[src/rtl/core/wgm_pkg.sv]
`default_nettype none
// ----------------------------------------------------------------------------
// Wildcard glob matcher package
// Shared widths, character codes, register indexes and the cell-to-cell word.
// ----------------------------------------------------------------------------
package wgm_pkg;

    localparam int PATTERN_MAX_DEFAULT = 32;
    localparam int LEN_W               = 6;
    localparam int CFG_INDEX_W         = 3;
    localparam int CFG_DATA_W          = 64;
    localparam int PATTERN_WORDS       = 4;
    localparam int CHAR_W              = 8;

    localparam logic [CHAR_W-1:0] CH_NUL      = 8'h00;
    localparam logic [CHAR_W-1:0] CH_STAR     = 8'h2A;
    localparam logic [CHAR_W-1:0] CH_QUESTION = 8'h3F;
    localparam logic [CHAR_W-1:0] CH_DOT      = 8'h2E;

    localparam logic [CFG_INDEX_W-1:0] REG_PATTERN_LENGTH = 3'd0;
    localparam logic [CFG_INDEX_W-1:0] REG_PATTERN_LO     = 3'd1;
    localparam logic [CFG_INDEX_W-1:0] REG_PATTERN_MID_LO = 3'd2;
    localparam logic [CFG_INDEX_W-1:0] REG_PATTERN_MID_HI = 3'd3;
    localparam logic [CFG_INDEX_W-1:0] REG_PATTERN_HI     = 3'd4;

    // Passed from each cell to its right-hand neighbour.
    typedef struct packed {
        logic alive;   // every earlier position is inside the effective pattern
        logic carry;   // star closure into the next position
        logic adv;     // one-character advance into the next position
    } nb_t;

endpackage
`default_nettype wire

[src/rtl/core/wildcard_glob_matcher_top.sv]
`default_nettype none
// ----------------------------------------------------------------------------
// Wildcard glob matcher
// Streams subject bytes through a row of pattern-position cells.
// ----------------------------------------------------------------------------
// Accepts one subject byte per clock unless in_stall is raised. Each pattern
// position is a cell holding its activity bit; star closure ripples along the
// row like a carry, so a byte is fully absorbed in the cycle it is taken. A
// zero byte ends the string: the verdict appears on the output register the
// cycle after, and the cells rearm at once, so the next string may follow
// directly. After a write to any of the five pattern registers the input is
// held off while the cells reload their decoded pattern characters (also
// after reset); writes to unused indexes are dropped and hold nothing off.
// Pattern stops at the first zero byte or at pattern_length, whichever is
// first; lengths above PATTERN_MAX are treated as PATTERN_MAX.
// ----------------------------------------------------------------------------
module wildcard_glob_matcher_top #(
    parameter int PATTERN_MAX = wgm_pkg::PATTERN_MAX_DEFAULT
) (
    input  wire logic                             clk,
    input  wire logic                             rst_n,
    input  wire logic                             in_valid,
    output logic                                  in_stall,
    input  wire logic [wgm_pkg::CHAR_W-1:0]       subject_byte,
    output logic                                  out_valid,
    input  wire logic                             out_stall,
    output logic                                  matched,
    input  wire logic                             cfg_valid,
    output logic                                  cfg_ready,
    input  wire logic [wgm_pkg::CFG_INDEX_W-1:0]  cfg_index,
    input  wire logic [wgm_pkg::CFG_DATA_W-1:0]   cfg_data
);

    localparam int LW = wgm_pkg::LEN_W;
    localparam int BYTES_PER_WORD = wgm_pkg::CFG_DATA_W / wgm_pkg::CHAR_W;

    logic [LW-1:0]                                            length_reg;
    logic [wgm_pkg::PATTERN_WORDS-1:0][wgm_pkg::CFG_DATA_W-1:0] pattern_reg;
    logic                                                     settle_reg;
    logic                                                     settle_next;
    logic                                                     raw_last_reg;
    logic                                                     raw_last_next;
    logic                                                     end_last_reg;
    logic                                                     out_valid_reg;
    logic                                                     out_valid_next;
    logic                                                     matched_reg;
    logic                                                     matched_next;

    wgm_pkg::nb_t                chain [PATTERN_MAX+1];
    logic [PATTERN_MAX-1:0]      end_hits;
    logic                        accept;
    logic                        term;
    logic                        cfg_hit;
    logic                        load;
    logic                        step;
    logic                        closed_last;
    logic                        verdict;

    assign cfg_ready = 1'b1;
    assign cfg_hit   = cfg_valid & cfg_ready & (cfg_index <= wgm_pkg::REG_PATTERN_HI);

    assign in_stall  = settle_reg | (out_valid_reg & out_stall);
    assign accept    = in_valid & ~in_stall;
    assign term      = (subject_byte == wgm_pkg::CH_NUL);
    assign load      = (accept & term) | cfg_hit;
    assign step      = accept & ~term;

    assign chain[0] = '{alive: 1'b1, carry: 1'b0, adv: 1'b0};

    for (genvar p = 0; p < PATTERN_MAX; p++)
    begin : g_cell
        wgm_cell #(
            .START (p == 0)
        ) u_cell (
            .clk     (clk),
            .rst_n   (rst_n),
            .load    (load),
            .step    (step),
            .subj    (subject_byte),
            .pat     (pattern_reg[p / BYTES_PER_WORD]
                          [(p % BYTES_PER_WORD) * wgm_pkg::CHAR_W +: wgm_pkg::CHAR_W]),
            .lim_ok  (length_reg > LW'(p)),
            .left    (chain[p]),
            .right   (chain[p+1]),
            .end_hit (end_hits[p])
        );
    end

    // final position has no pattern character: it only receives advances and star closure
    always_comb
    begin
        closed_last = raw_last_reg | chain[PATTERN_MAX].carry;
        verdict     = (|end_hits) | (closed_last & end_last_reg);

        priority if (load)
        begin
            raw_last_next = 1'b0;
        end
        else if (step)
        begin
            raw_last_next = chain[PATTERN_MAX].adv;
        end
        else
        begin
            raw_last_next = raw_last_reg;
        end

        settle_next = cfg_hit;

        priority if (accept & term)
        begin
            out_valid_next = 1'b1;
            matched_next   = verdict;
        end
        else if (!out_stall)
        begin
            out_valid_next = 1'b0;
            matched_next   = matched_reg;
        end
        else
        begin
            out_valid_next = out_valid_reg;
            matched_next   = matched_reg;
        end
    end

    always_ff @(posedge clk or negedge rst_n)
    begin
        if (!rst_n)
        begin
            length_reg    <= '0;
            pattern_reg   <= '0;
            settle_reg    <= 1'b1;
            raw_last_reg  <= 1'b0;
            end_last_reg  <= 1'b0;
            out_valid_reg <= 1'b0;
        end
        else
        begin
            settle_reg    <= settle_next;
            raw_last_reg  <= raw_last_next;
            end_last_reg  <= chain[PATTERN_MAX].alive;
            out_valid_reg <= out_valid_next;
            if (cfg_valid && cfg_ready)
            begin
                unique case (cfg_index)
                    wgm_pkg::REG_PATTERN_LENGTH:
                    begin
                        length_reg <= cfg_data[LW-1:0];
                    end
                    wgm_pkg::REG_PATTERN_LO:
                    begin
                        pattern_reg[0] <= cfg_data;
                    end
                    wgm_pkg::REG_PATTERN_MID_LO:
                    begin
                        pattern_reg[1] <= cfg_data;
                    end
                    wgm_pkg::REG_PATTERN_MID_HI:
                    begin
                        pattern_reg[2] <= cfg_data;
                    end
                    wgm_pkg::REG_PATTERN_HI:
                    begin
                        pattern_reg[3] <= cfg_data;
                    end
                    default:
                    begin
                        length_reg <= length_reg;
                    end
                endcase
            end
        end
    end

    always_ff @(posedge clk)
    begin
        matched_reg <= matched_next;
    end

    assign out_valid = out_valid_reg;
    assign matched   = matched_reg;

endmodule
`default_nettype wire

[src/rtl/core/wgm_cell.sv]
`default_nettype none
// ----------------------------------------------------------------------------
// Wildcard glob matcher cell
// One pattern position: holds its activity bit and decoded pattern character.
// ----------------------------------------------------------------------------
module wgm_cell #(
    parameter bit START = 1'b0
) (
    input  wire logic                        clk,
    input  wire logic                        rst_n,
    input  wire logic                        load,
    input  wire logic                        step,
    input  wire logic [wgm_pkg::CHAR_W-1:0]  subj,
    input  wire logic [wgm_pkg::CHAR_W-1:0]  pat,
    input  wire logic                        lim_ok,
    input  wire wgm_pkg::nb_t                left,
    output wgm_pkg::nb_t                     right,
    output logic                             end_hit
);

    logic                       is_star;
    logic                       en_c;
    logic                       hit;
    logic                       closed;
    logic                       raw_reg;
    logic                       raw_next;
    logic                       en_reg;
    logic                       star_reg;
    logic                       end_reg;
    logic                       qm_reg;
    logic [wgm_pkg::CHAR_W-1:0] lit_reg;

    always_comb
    begin
        is_star = (pat == wgm_pkg::CH_STAR);
        en_c    = left.alive & lim_ok & (pat != wgm_pkg::CH_NUL);
        hit     = (qm_reg & (subj != wgm_pkg::CH_DOT)) | (lit_reg == subj);
        // stored bit is pre-closure; closure ripples in from the left
        closed  = raw_reg | left.carry;

        right.alive = en_c;
        right.carry = closed & star_reg;
        right.adv   = closed & en_reg & ~star_reg & hit;
        end_hit     = closed & end_reg;

        priority if (load)
        begin
            raw_next = START;
        end
        else if (step)
        begin
            raw_next = (closed & star_reg) | left.adv;
        end
        else
        begin
            raw_next = raw_reg;
        end
    end

    always_ff @(posedge clk or negedge rst_n)
    begin
        if (!rst_n)
        begin
            raw_reg  <= START;
            en_reg   <= 1'b0;
            star_reg <= 1'b0;
            end_reg  <= 1'b0;
            qm_reg   <= 1'b0;
        end
        else
        begin
            raw_reg  <= raw_next;
            en_reg   <= en_c;
            star_reg <= en_c & is_star;
            end_reg  <= left.alive & ~en_c;
            qm_reg   <= en_c & (pat == wgm_pkg::CH_QUESTION);
        end
    end

    always_ff @(posedge clk)
    begin
        lit_reg <= pat;
    end

endmodule
`default_nettype wire

[config.mk]
export PLATFORM = sky130hd
export DESIGN_NAME = wildcard_glob_matcher_top
export DESIGN_NICKNAME = d
export VERILOG_FILES = /design/src/rtl/core/wgm_pkg.sv /design/src/rtl/core/wildcard_glob_matcher_top.sv /design/src/rtl/core/wgm_cell.sv
export SDC_FILE = /design/constraint.sdc
export NUM_CORES = 1
export LEC_CHECK = 0
export ABC_AREA = 1
export BUFFER_PORTS_ARGS = -buffer_cell sky130_fd_sc_hd__buf_2
export CORE_MARGIN = 2
export CORE_UTILIZATION = 55
export DETAILED_ROUTE_END_ITERATION = 8
export PLACE_DENSITY_LB_ADDON = 0.25
export SKIP_CTS_REPAIR_TIMING = 1
export SYNTH_ARGS = -nofsm -noshare
export SYNTH_HDL_FRONTEND = slang
export SYNTH_SLANG_ARGS = --single-unit
[constraint.sdc]
create_clock -name clk -period 6.2 [get_ports clk]
set_input_delay 1.24 -clock clk [delete_from_list [all_inputs] [get_ports clk]]
set_output_delay 1.24 -clock clk [all_outputs]
set_load 0.02 [all_outputs]
# --- Yosys cells after proc, flatten, opt, wreduce, memory -nomap -nowiden ---
# Cells that the tools add are included.
totals:
  reg_bits: 682
  in_bits: 80
  out_inout_bits: 4
classes:
  n_lt_le_gt_ge: 33
  eq_ne: 102
  n_mux: 68
  bitwise: 520
  reduce_logical: 41
op_table:
  columns: ["operator", "count"]
  rows:
  - ["$eq 8x6->1 const B", 64]
  - ["$and 1x1->1", 356]
  - ["$eq 8x8->1", 32]
  - ["$reduce_bool 8->1", 32]
  - ["$or 1x1->1", 98]
  - ["$gt 6x5->1 const B", 16]
  - ["$mux 1", 68]
  - ["$not 1->1", 66]
  - ["$gt 6x4->1 const B", 8]
  - ["$reduce_or 32->1", 1]
  - ["$gt 6x3->1 const B", 4]
  - ["$gt 6x1->1 const B", 2]
  - ["$gt 6x2->1 const B", 2]
  - ["$reduce_and 2->1", 5]
  - ["$logic_not 8->1", 1]
  - ["$ne 8x6->1 const B", 1]
  - ["$eq 3x2->1 const B", 2]
  - ["$eq 3x1->1 const B", 1]
  - ["$eq 3x3->1 const B", 1]
  - ["$le 3x3->1 const B", 1]
  - ["$logic_not 3->1", 1]
  - ["$ne 2x1->1 const B", 1]
  - ["$reduce_bool 2->1", 1]

# --- Longest topological paths before layout ---
# Gate-level depths: netlist of run 1.
logic_depth:
  ltp_word: 67
  depth_mapped: 66

# --- Hierarchy ---
# Synthesis of run 1 repeated with hierarchy kept, for this count alone.
unflattened:
  cells_unflattened: 3567
  area_unflattened_um2: 29351.9
by_module_without_submodules:
  columns: ["mod", "n_inst", "cells_per_inst", "area_each_um2", "seq_area_each_um2"]
  rows:
  - ["wgm_cell at g_cell[10].u_cell ...", 31, 79, 581.8, 285.3]
  - ["wildcard_glob_matcher_top", 1, 1038, 10731.5, 6687.7]
  - ["wgm_cell at g_cell[0].u_cell", 1, 80, 584.3, 286.5]

# --- Worst setup path before layout of run 1 ---
# OpenSTA, ideal clock, no wires.
synth_path:
  path_kind: "register to register"
  from: "register g_cell[0].u_cell.raw_reg"
  to: "register matched_reg, in the netlist matched, data pin"
  setup_ps: 130
  t_arrival_ps: 5239
  required_time_ps: 6070
  path_slack_ps: 831
  path_stages_with_launch: 67
  path_buffers: 0
  path_cell_list: "dfstp_2 -> nand2_1 -> nand2_1 -> nand2_1 -> nand2_1 -> nand2_1 -> nand2_1 -> nand2_1 -> nand2_1 -> nand2_1 -> nand2_1 -> nand2_1 -> nand2_1 -> nand2_1 -> nand2_1 -> nand2_1 -> nand2_1 -> nand2_1 -> (+31 left out) -> nand2_1 -> nand2_1 -> nand2_1 -> nand2_1 -> nand2_1 -> nand2_1 -> nand2_1 -> nand2_1 -> nand2_1 -> nand2_1 -> nand2_1 -> nand2_1 -> nand2_1 -> nand2_1 -> nand2_1 -> nand2_1 -> nand2_1 -> nand2_1"
synth_between:
  elab_chain_len: 66
  elab_cells_between_ends: 99
synth_lines:
  columns: ["item", "line", "source"]
  rows:
  - ["start: declaration", "wgm_cell.sv:25", "logic raw_reg;"]
  - ["start signal: assignment", "wgm_cell.sv:72", "raw_reg <= raw_next;"]
  - ["parallel branches: the longest is 65 deep, another holds $and 1x1->1", null, null]
  - ["$or 1x1->1 *", "wildcard_glob_matcher_top.sv:93", "verdict = (|end_hits) | (closed_last & end_last_reg);"]
  - ["net verdict", "wildcard_glob_matcher_top.sv:57", "logic verdict;"]
  - ["end signal: assignment", "wildcard_glob_matcher_top.sv:178", "matched_reg <= matched_next;"]
  - ["end: declaration", "wildcard_glob_matcher_top.sv:46", "logic matched_reg;"]
# Mark *: on every way through the listed nets, which the timed path passes.
# A chain may end at the register's enable or synchronous reset.

# --- Final worst setup path of run 1 ---
layout_path:
  from: "register length_reg[5]"
  to: "register g_cell[29].u_cell.qm_reg"
layout_between:
  elab_chain_len: 61
  elab_cells_between_ends: 90
layout_lines:
  columns: ["item", "line", "source"]
  rows:
  - ["start: declaration", "wildcard_glob_matcher_top.sv:37", "logic [LW-1:0] length_reg;"]
  - ["start signal: assignment", "wildcard_glob_matcher_top.sv:149", "length_reg <= cfg_data[LW-1:0];"]
  - ["start signal: assignment", "wildcard_glob_matcher_top.sv:169", "length_reg <= length_reg;"]
  - ["$gt 6x1->1", "wildcard_glob_matcher_top.sv:82", ".lim_ok (length_reg > LW'(p)),"]
  - ["$and 1x1->1", "wgm_cell.sv:36", "en_c = left.alive & lim_ok & (pat != wgm_pkg::CH_NUL);"]
  - ["net g_cell[0].u_cell.en_c", "wgm_cell.sv:22", "logic en_c;"]
  - ["$and 1x1->1 (2 in a row)", "wgm_cell.sv:36", null]
  - ["net g_cell[1].u_cell.en_c", "wgm_cell.sv:22", null]
  - ["$and 1x1->1 (2 in a row)", "wgm_cell.sv:36", null]
  - ["net g_cell[2].u_cell.en_c", "wgm_cell.sv:22", null]
  - ["$and 1x1->1 (4 in a row)", "wgm_cell.sv:36", null]
  - ["net g_cell[4].u_cell.en_c", "wgm_cell.sv:22", null]
  - ["(+2 left out)", null, null]
  - ["net g_cell[5].u_cell.en_c", "wgm_cell.sv:22", null]
  - ["(+4 left out)", null, null]
  - ["net g_cell[7].u_cell.en_c", "wgm_cell.sv:22", null]
  - ["(+2 left out)", null, null]
  - ["net g_cell[8].u_cell.en_c", "wgm_cell.sv:22", null]
  - ["(+2 left out)", null, null]
  - ["net g_cell[9].u_cell.en_c", "wgm_cell.sv:22", null]
  - ["(+6 left out)", null, null]
  - ["net g_cell[12].u_cell.en_c", "wgm_cell.sv:22", null]
  - ["(+4 left out)", null, null]
  - ["net g_cell[14].u_cell.en_c", "wgm_cell.sv:22", null]
  - ["(+4 left out)", null, null]
  - ["net g_cell[16].u_cell.en_c", "wgm_cell.sv:22", null]
  - ["(+4 left out)", null, null]
  - ["net g_cell[18].u_cell.en_c", "wgm_cell.sv:22", null]
  - ["(+4 left out)", null, null]
  - ["net g_cell[20].u_cell.en_c", "wgm_cell.sv:22", null]
  - ["(+2 left out)", null, null]
  - ["net g_cell[21].u_cell.en_c", "wgm_cell.sv:22", null]
  - ["(+2 left out)", null, null]
  - ["net g_cell[22].u_cell.en_c", "wgm_cell.sv:22", null]
  - ["$and 1x1->1 (4 in a row)", "wgm_cell.sv:36", null]
  - ["net g_cell[24].u_cell.en_c", "wgm_cell.sv:22", null]
  - ["$and 1x1->1 (4 in a row)", "wgm_cell.sv:36", null]
  - ["net g_cell[26].u_cell.en_c", "wgm_cell.sv:22", null]
  - ["$and 1x1->1 (4 in a row)", "wgm_cell.sv:36", null]
  - ["net g_cell[28].u_cell.en_c", "wgm_cell.sv:22", null]
  - ["$and 1x1->1 (2 in a row)", "wgm_cell.sv:36", null]
  - ["$and 1x1->1", "wgm_cell.sv:76", "qm_reg <= en_c & (pat == wgm_pkg::CH_QUESTION);"]
  - ["end signal: assignment", "wgm_cell.sv:76", null]
  - ["end: declaration", "wgm_cell.sv:30", "logic qm_reg;"]
# The timed path passes the listed nets, and every way through them passes these cells.

==> results of run 1 <==
-- cell families (layout without fill, tap and decap cells) --
kind of cell,count (synthesis),in the layout
buffers and inverters,315,517
XOR/XNOR,141,141
AO/OA/AOI/OAI,392,392
flip-flops,682,682
AND/OR/NAND/NOR,1191,1191
other,1,2
-- worst reg2reg max path: cells and delay by family, from the launching register on --
family	cells	cell delay [ps]
buffers and inverters	10	890
flip-flops	1	390
AO/OA/AOI/OAI	3	500
AND/OR/NAND/NOR	32	4200
-- how the worst max path moves through the flow --
stage | to | depth (start not counted) | start
finish | g_cell[29].u_cell.qm_reg | 45 | length_reg[5]
global route | g_cell[31].u_cell.qm_reg | 46 | length_reg[5]
CTS | matched | 66 | g_cell[0].u_cell.raw_reg
detailed placement | matched | 66 | g_cell[0].u_cell.raw_reg
global placement | matched | 66 | g_cell[0].u_cell.raw_reg
floorplan | matched | 66 | g_cell[0].u_cell.raw_reg
-- synth_stat cells, types with 3 or more instances --
cell type,number,area (sq um)
nor2_2,3,18.77
nand4_1,83,519.3
o31ai_1,29,217.7
nand2_1,593,2226
inv_2,10,37.54
xor2_1,8,70.07
nor3_1,39,195.2
o21ai_0,300,1501
nand2_4,4,45.04
nor3_4,5,81.33
nor4b_1,6,52.55
a221oi_1,3,26.28
dfxtp_1,256,5125
nor2_1,121,454.2
nand2_2,8,50.05
a2111oi_0,4,35.03
dfrtp_1,423,10590
clkinv_1,3,11.26
inv_1,187,701.9
xnor2_1,133,1165
nand3b_1,3,22.52
buf_2,4,20.02
nand3_1,94,470.5
a21oi_1,31,155.2
clkinv_2,5,25.02
clkbuf_1,97,364.1
or2_2,123,769.5
nor4_1,77,481.7
nor3_2,3,30.03
a32oi_1,7,61.31
nor2_4,5,56.30
buf_1,8,30.03
or4_1,6,45.04
-- power breakdown --
part | internal (mW) | switching, mW | total (mW)
combinational | 0.622 | 0.901 | 1.52
sequential | 5.13 | 0.508 | 5.64
clock | 2.36 | 1.69 | 4.06
total | 8.11 | 3.10 | 11.2
-- layer usage --
metal | up-vias | global-route usage (%) | part of all wire [%]
li1 | 9285 | - | -
met1 | 9847 | 39.86 | 41
met2 | 736 | 48.97 | 49
met3 | 143 | 4.983 | 7.3
met4 | 0 | 10.22 | 2.9
met5 | - | 0 | 0
-- through the flow --
step | area (sq um) | util, % | setup slack (ps) | total power, mW | setup TNS (ps)
final | 30140 | 64.47 | 98.76 | 11.22 | 0
after global routing | 30140 | 64.47 | -206.0 | 11.69 | -1593
after floorplan | 26120 | - | 830.9 | 6.564 | 0
after global placement | 27300 | 58.40 | 323.1 | 7.067 | 0
after CTS | 29510 | 63.11 | -354.6 | 11.17 | -1278
after detailed placement | 27300 | 58.40 | -209.3 | 7.140 | -554.3
-- area by class of cell --
type / instances / share of cell area [%]
Multi-Input combinational cell: 1725 / 31.07
Tap cell: 607 / 2.520
Clock inverter: 18 / 0.3943
Sequential cell: 682 / 52.39
Inverter: 205 / 2.603
Clock buffer: 107 / 6.924
Timing Repair Buffer: 187 / 4.093
Antenna cell: 1 / 0.008302
==> impl_metrics.csv, run 1 <==
group,metric,value,unit
worst_setup_path,crit_slowest_cell,"dfrtp_1",
sta,skew,23.97,ps
worst_setup_path,cp_top_family,"simple AND/OR/NAND/NOR gates",
placement,place_congestion,1.025,
clock_tree,cts_made_buffers,69,
yosys,synthMuxAreaShare,0,%
clock_tree,cts_tree,"done",
worst_setup_path,worstSetupPathType,"reg -> reg",
global_route,grt_usage,29.63,%
sta,setup_viol,0,
yosys,synth_area,26120,sq um
yosys,synth.net_count,2802,
yosys,yosys.area_share.adder,0,%
yosys,synth_simple_gate_area_share,21.96,%
sta,whs,389.6,ps
yosys,yosysUniqueCellTypes,62,
global_route,antenna_found_initial,2,
die,ios,84,
drt,drc,0,
layout,final_cell_mix,"nand2_1, dfrtp_1, o21ai_0",
drt,vias_per_cell,5.666,
flow_run,max-cap-violations,0,
layout,area_delta_synth_final,15.40,%
yosys,synth_top_family_by_area,"simple AND/OR/NAND/NOR gates",
sta,rsz0062_at_grt,"yes",
sta,maxSlewHeadroom,18.48,%
power_and_ir_drop,peakVddDrop,0.2839,mV
clock_tree,clock_latency,600,ps
yosys,synthCells,2722,
global_route,grt_pass1_vias,19129,
yosys,seq_area_frac_synth,60.46,%
sta,tightestPinTransition,1223,ps
hold_path,hold_depth,0,
sta,fin_crit,6101,ps
drt,vias,20011,
worst_setup_path,required,6690,ps
placement,portBuffers,82,
power_and_ir_drop,powerDensity,372.1,nW/um^2
drt,drtIter0Drc,1833,
worst_setup_path,rr_worst_depth,45,
clock_tree,cts-root-buf,"clkbuf_16",
die,rows,79,
worst_setup_path,timing.rr.start,"length_reg[5]",
yosys,synth_xor_area_share,4.728,%
worst_setup_path,cpPeakStageDelay,390,ps
drt,finalWirelength,73110,um
clock_tree,cts_buffer_depth,3,
hold_path,min_from,"pattern_reg[14]",
placement,dpl.hpwl,49500,um
worst_setup_path,cp_num_buf_inv,10,
layout,fillers,3749,
drt,firstDrtPassIters,6,
sta,final.period_utilization,98.41,%
yosys,syn_area_per_cell,9.596,sq um
die,die_height,221.9,um
layout,drive_above_1_share,17.99,%
yosys,synthArstFlopShare,62.32,%
drt,final_antenna_net_count,0,
sta,finalHoldViolations,0,
layout,multi_input_area,9364,sq um
worst_setup_path,critPathLaunchType,"flip-flop",
worst_setup_path,reg2reg_slack,100,ps
die,start_util,55.87,%
yosys,ys.flop_type,"dfrtp_1",
worst_setup_path,worst_path_most_repeated_cell,"nand2_4",
placement,dp_cells,3350,
worst_setup_path,arrival,6590,ps
die,core_area,46750,sq um
yosys,synth-compound-area-share,8.258,%
hold_path,hold_path_class,"reg -> reg",
clock_tree,clock-sinks,682,
sta,max_freq,163.9,MHz
hold_path,hold_end,"g_cell[1].u_cell.lit_reg[6]",
layout,regArea,15790,sq um
worst_setup_path,crit_path_end_kind,"flip-flop",
global_route,grt_start_max_net_pins,155,
global_route,grt_remaining_overflow,0,
yosys,ys_seq_elements,682,
die,die_w,221.9,um
clock_tree,clk_pin_slew,60,ps
layout,instances_no_fill,3532,
die,die-area,49250,sq um
clock_tree,htreeDepth,3,
worst_setup_path,reg2reg_to,"g_cell[29].u_cell.qm_reg",
yosys,synth-edff-count,1,
outcome,status,"completed",
global_route,grt_first_pass_wirelength,111400,um
worst_setup_path,crit_path_max_fanout,5,
layout,nets,2950,
sta,final_max_slew_viol_count,0,
yosys,yosys_warnings,0,
power_and_ir_drop,power_leakage,13.74,nW
drt,wl_per_cell,20.70,um
layout,layout_commonest_cell,"nand2_1",
(Power assumes the default switching activity.)
==> run 2, diff against run 1 <==
--- a/config.mk
+++ b/config.mk
@@ -11,6 +11,7 @@
 export CORE_UTILIZATION = 55
 export DETAILED_ROUTE_END_ITERATION = 8
 export PLACE_DENSITY_LB_ADDON = 0.25
+export RECOVER_POWER = 50
 export SKIP_CTS_REPAIR_TIMING = 1
 export SYNTH_ARGS = -nofsm -noshare
 export SYNTH_HDL_FRONTEND = slang
==> run 2 against run 1 <==
- the run now ends with max-capacitance violations, max-slew violations left
- largest cell class unchanged
- clock skew is essentially flat
- power about the same
- final cell count is the same
- fmax hardly changed
- die area unchanged
- combinational power barely moved
- utilization about the same
- hold slack hardly changed
- highest routed layer unchanged
- register-to-register slack about the same
- via count down 0.35%
- global-route usage unchanged
- clock-buffer cell count unchanged
==> impl_metrics.csv, run 2 (synthesized netlist as in run 1, its figures left out) <==
group,metric,value,unit
die,ios,84,
hold_path,hold_end,"g_cell[1].u_cell.lit_reg[6]",
hold_path,min_from,"pattern_reg[14]",
power_and_ir_drop,peakVddDrop,0.2839,mV
worst_setup_path,crit_path_max_fanout,5,
clock_tree,clock-sinks,682,
hold_path,hold_depth,0,
placement,portBuffers,82,
placement,place_ws,-209.3,ps
layout,nets,2950,
die,die-area,49250,sq um
drt,drc,0,
drt,drtIter0Drc,1833,
worst_setup_path,critPathLaunchType,"flip-flop",
drt,firstDrtPassIters,6,
worst_setup_path,cpPeakStageDelay,390,ps
worst_setup_path,crit_slowest_cell,"dfrtp_1",
clock_tree,cts-root-buf,"clkbuf_16",
sta,setup_viol,0,
power_and_ir_drop,power_leakage,13.73,nW
die,die_height,221.9,um
die,start_util,55.87,%
layout,multi_input_area,9364,sq um
layout,area_delta_synth_final,15.35,%
sta,finalHoldViolations,0,
worst_setup_path,crit_path_end_kind,"flip-flop",
outcome,status,"finished with violations",
sta,maxSlewHeadroom,-123.3,%
clock_tree,clk_pin_slew,60,ps
worst_setup_path,reg2reg_slack,90,ps
hold_path,hold_path_class,"reg -> reg",
clock_tree,clock_latency,600,ps
worst_setup_path,timing.rr.start,"length_reg[5]",
die,rows,79,
drt,wl_per_cell,20.68,um
sta,timing.final.ws_setup,94.44,ps
clock_tree,cts_buffer_depth,3,
clock_tree,cts_made_buffers,69,
sta,tightestPinTransition,3350,ps
layout,layout_commonest_cell,"nand2_1",
sta,final.period_utilization,98.48,%
sta,rsz0062_at_grt,"yes",
worst_setup_path,reg2reg_to,"g_cell[29].u_cell.qm_reg",
sta,final_max_slew_viol_count,55,
global_route,grt_start_max_net_pins,155,
drt,vias,19940,
sta,whs,389.5,ps
die,core_area,46750,sq um
global_route,grt_pass1_vias,19129,
layout,regArea,15790,sq um
global_route,grt_first_pass_wirelength,111400,um
die,die_w,221.9,um
worst_setup_path,worstSetupPathType,"reg -> reg",
clock_tree,htreeDepth,3,
drt,vias_per_cell,5.646,
outcome,violations,"max-capacitance violations, max-slew violations",
sta,max_freq,163.8,MHz
global_route,grt_usage,29.63,%
layout,final_cell_mix,"nand2_1, dfrtp_1, o21ai_0",
sta,fin_crit,6106,ps
clock_tree,cts_tree,"done",
drt,finalWirelength,73040,um
global_route,antenna_found_initial,2,
layout,fillers,3751,
flow_run,max-cap-violations,1,
worst_setup_path,worst_path_most_repeated_cell,"nand2_4",
placement,dpl.hpwl,49500,um
drt,final_antenna_net_count,0,
placement,place_congestion,1.025,
worst_setup_path,required,6690,ps
worst_setup_path,arrival,6600,ps
global_route,grt_remaining_overflow,0,
power_and_ir_drop,powerDensity,372.1,nW/um^2
sta,skew,23.57,ps
layout,drive_above_1_share,17.95,%
worst_setup_path,rr_worst_depth,45,
run 2: metrics by stage:
stage	instance area [sq um]	cells	power [mW]	utilization (%)	TNS [ps]
floorplan	26120	2722	6.564	-	0
global placement	27300	3350	7.067	58.40	0
detailed placement	27300	3350	7.140	58.40	-554.3
CTS	29510	3475	11.17	63.11	-1278
global route	30130	3531	11.69	64.44	-1593
finish	30130	3532	11.21	64.45	0
run 2: final cells by class:
cell class              instances  area share (%)
diodes                          1        0.008305
clock buffers                 107           6.926
clock inverters                18          0.3945
inverters                     205           2.604
multi-input cells            1725           31.08
flip-flops and latches        682           52.41
well taps                     607           2.521
repair buffers                187           4.057
run 2: worst max path at each step:
| stage | slack, ps | depth (start not counted) | end | startpoint |
|---|---|---|---|---|
| 2_1_floorplan | 830 | 66 | matched | g_cell[0].u_cell.raw_reg |
| 3_3_place_gp | 320 | 66 | matched | g_cell[0].u_cell.raw_reg |
| 3_5_place_dp | -210 | 66 | matched | g_cell[0].u_cell.raw_reg |
| 4_1_cts | -350 | 66 | matched | g_cell[0].u_cell.raw_reg |
| 5_1_grt | -210 | 46 | g_cell[31].u_cell.qm_reg | length_reg[5] |
| 6_report | 90 | 45 | g_cell[29].u_cell.qm_reg | length_reg[5] |
run 2: critical path: cells and delay by family, from the launching register on:
family / cells / cell delay [ps]
compound gates: 3 / 500
buf+inv: 10 / 890
flops: 1 / 390
simple gates: 32 / 4200
run 2: power breakdown:
group / switching (mW) / internal (mW) / total (mW) / leakage (nW)
registers: 0.507 / 5.13 / 5.64 / 7.70
logic: 0.900 / 0.622 / 1.52 / 4.93
clock network: 1.69 / 2.36 / 4.06 / 1.10
total: 3.10 / 8.11 / 11.2 / 13.7
run 2: per-layer routing:
metal  global-route usage, %  part of all wire (%)  vias up
met1                   39.86                    41     9812
li1                        -                     -     9283
met5                       0                     0        -
met3                   4.983                   7.2      135
met2                   48.97                    49      710
met4                   10.22                   2.8        0
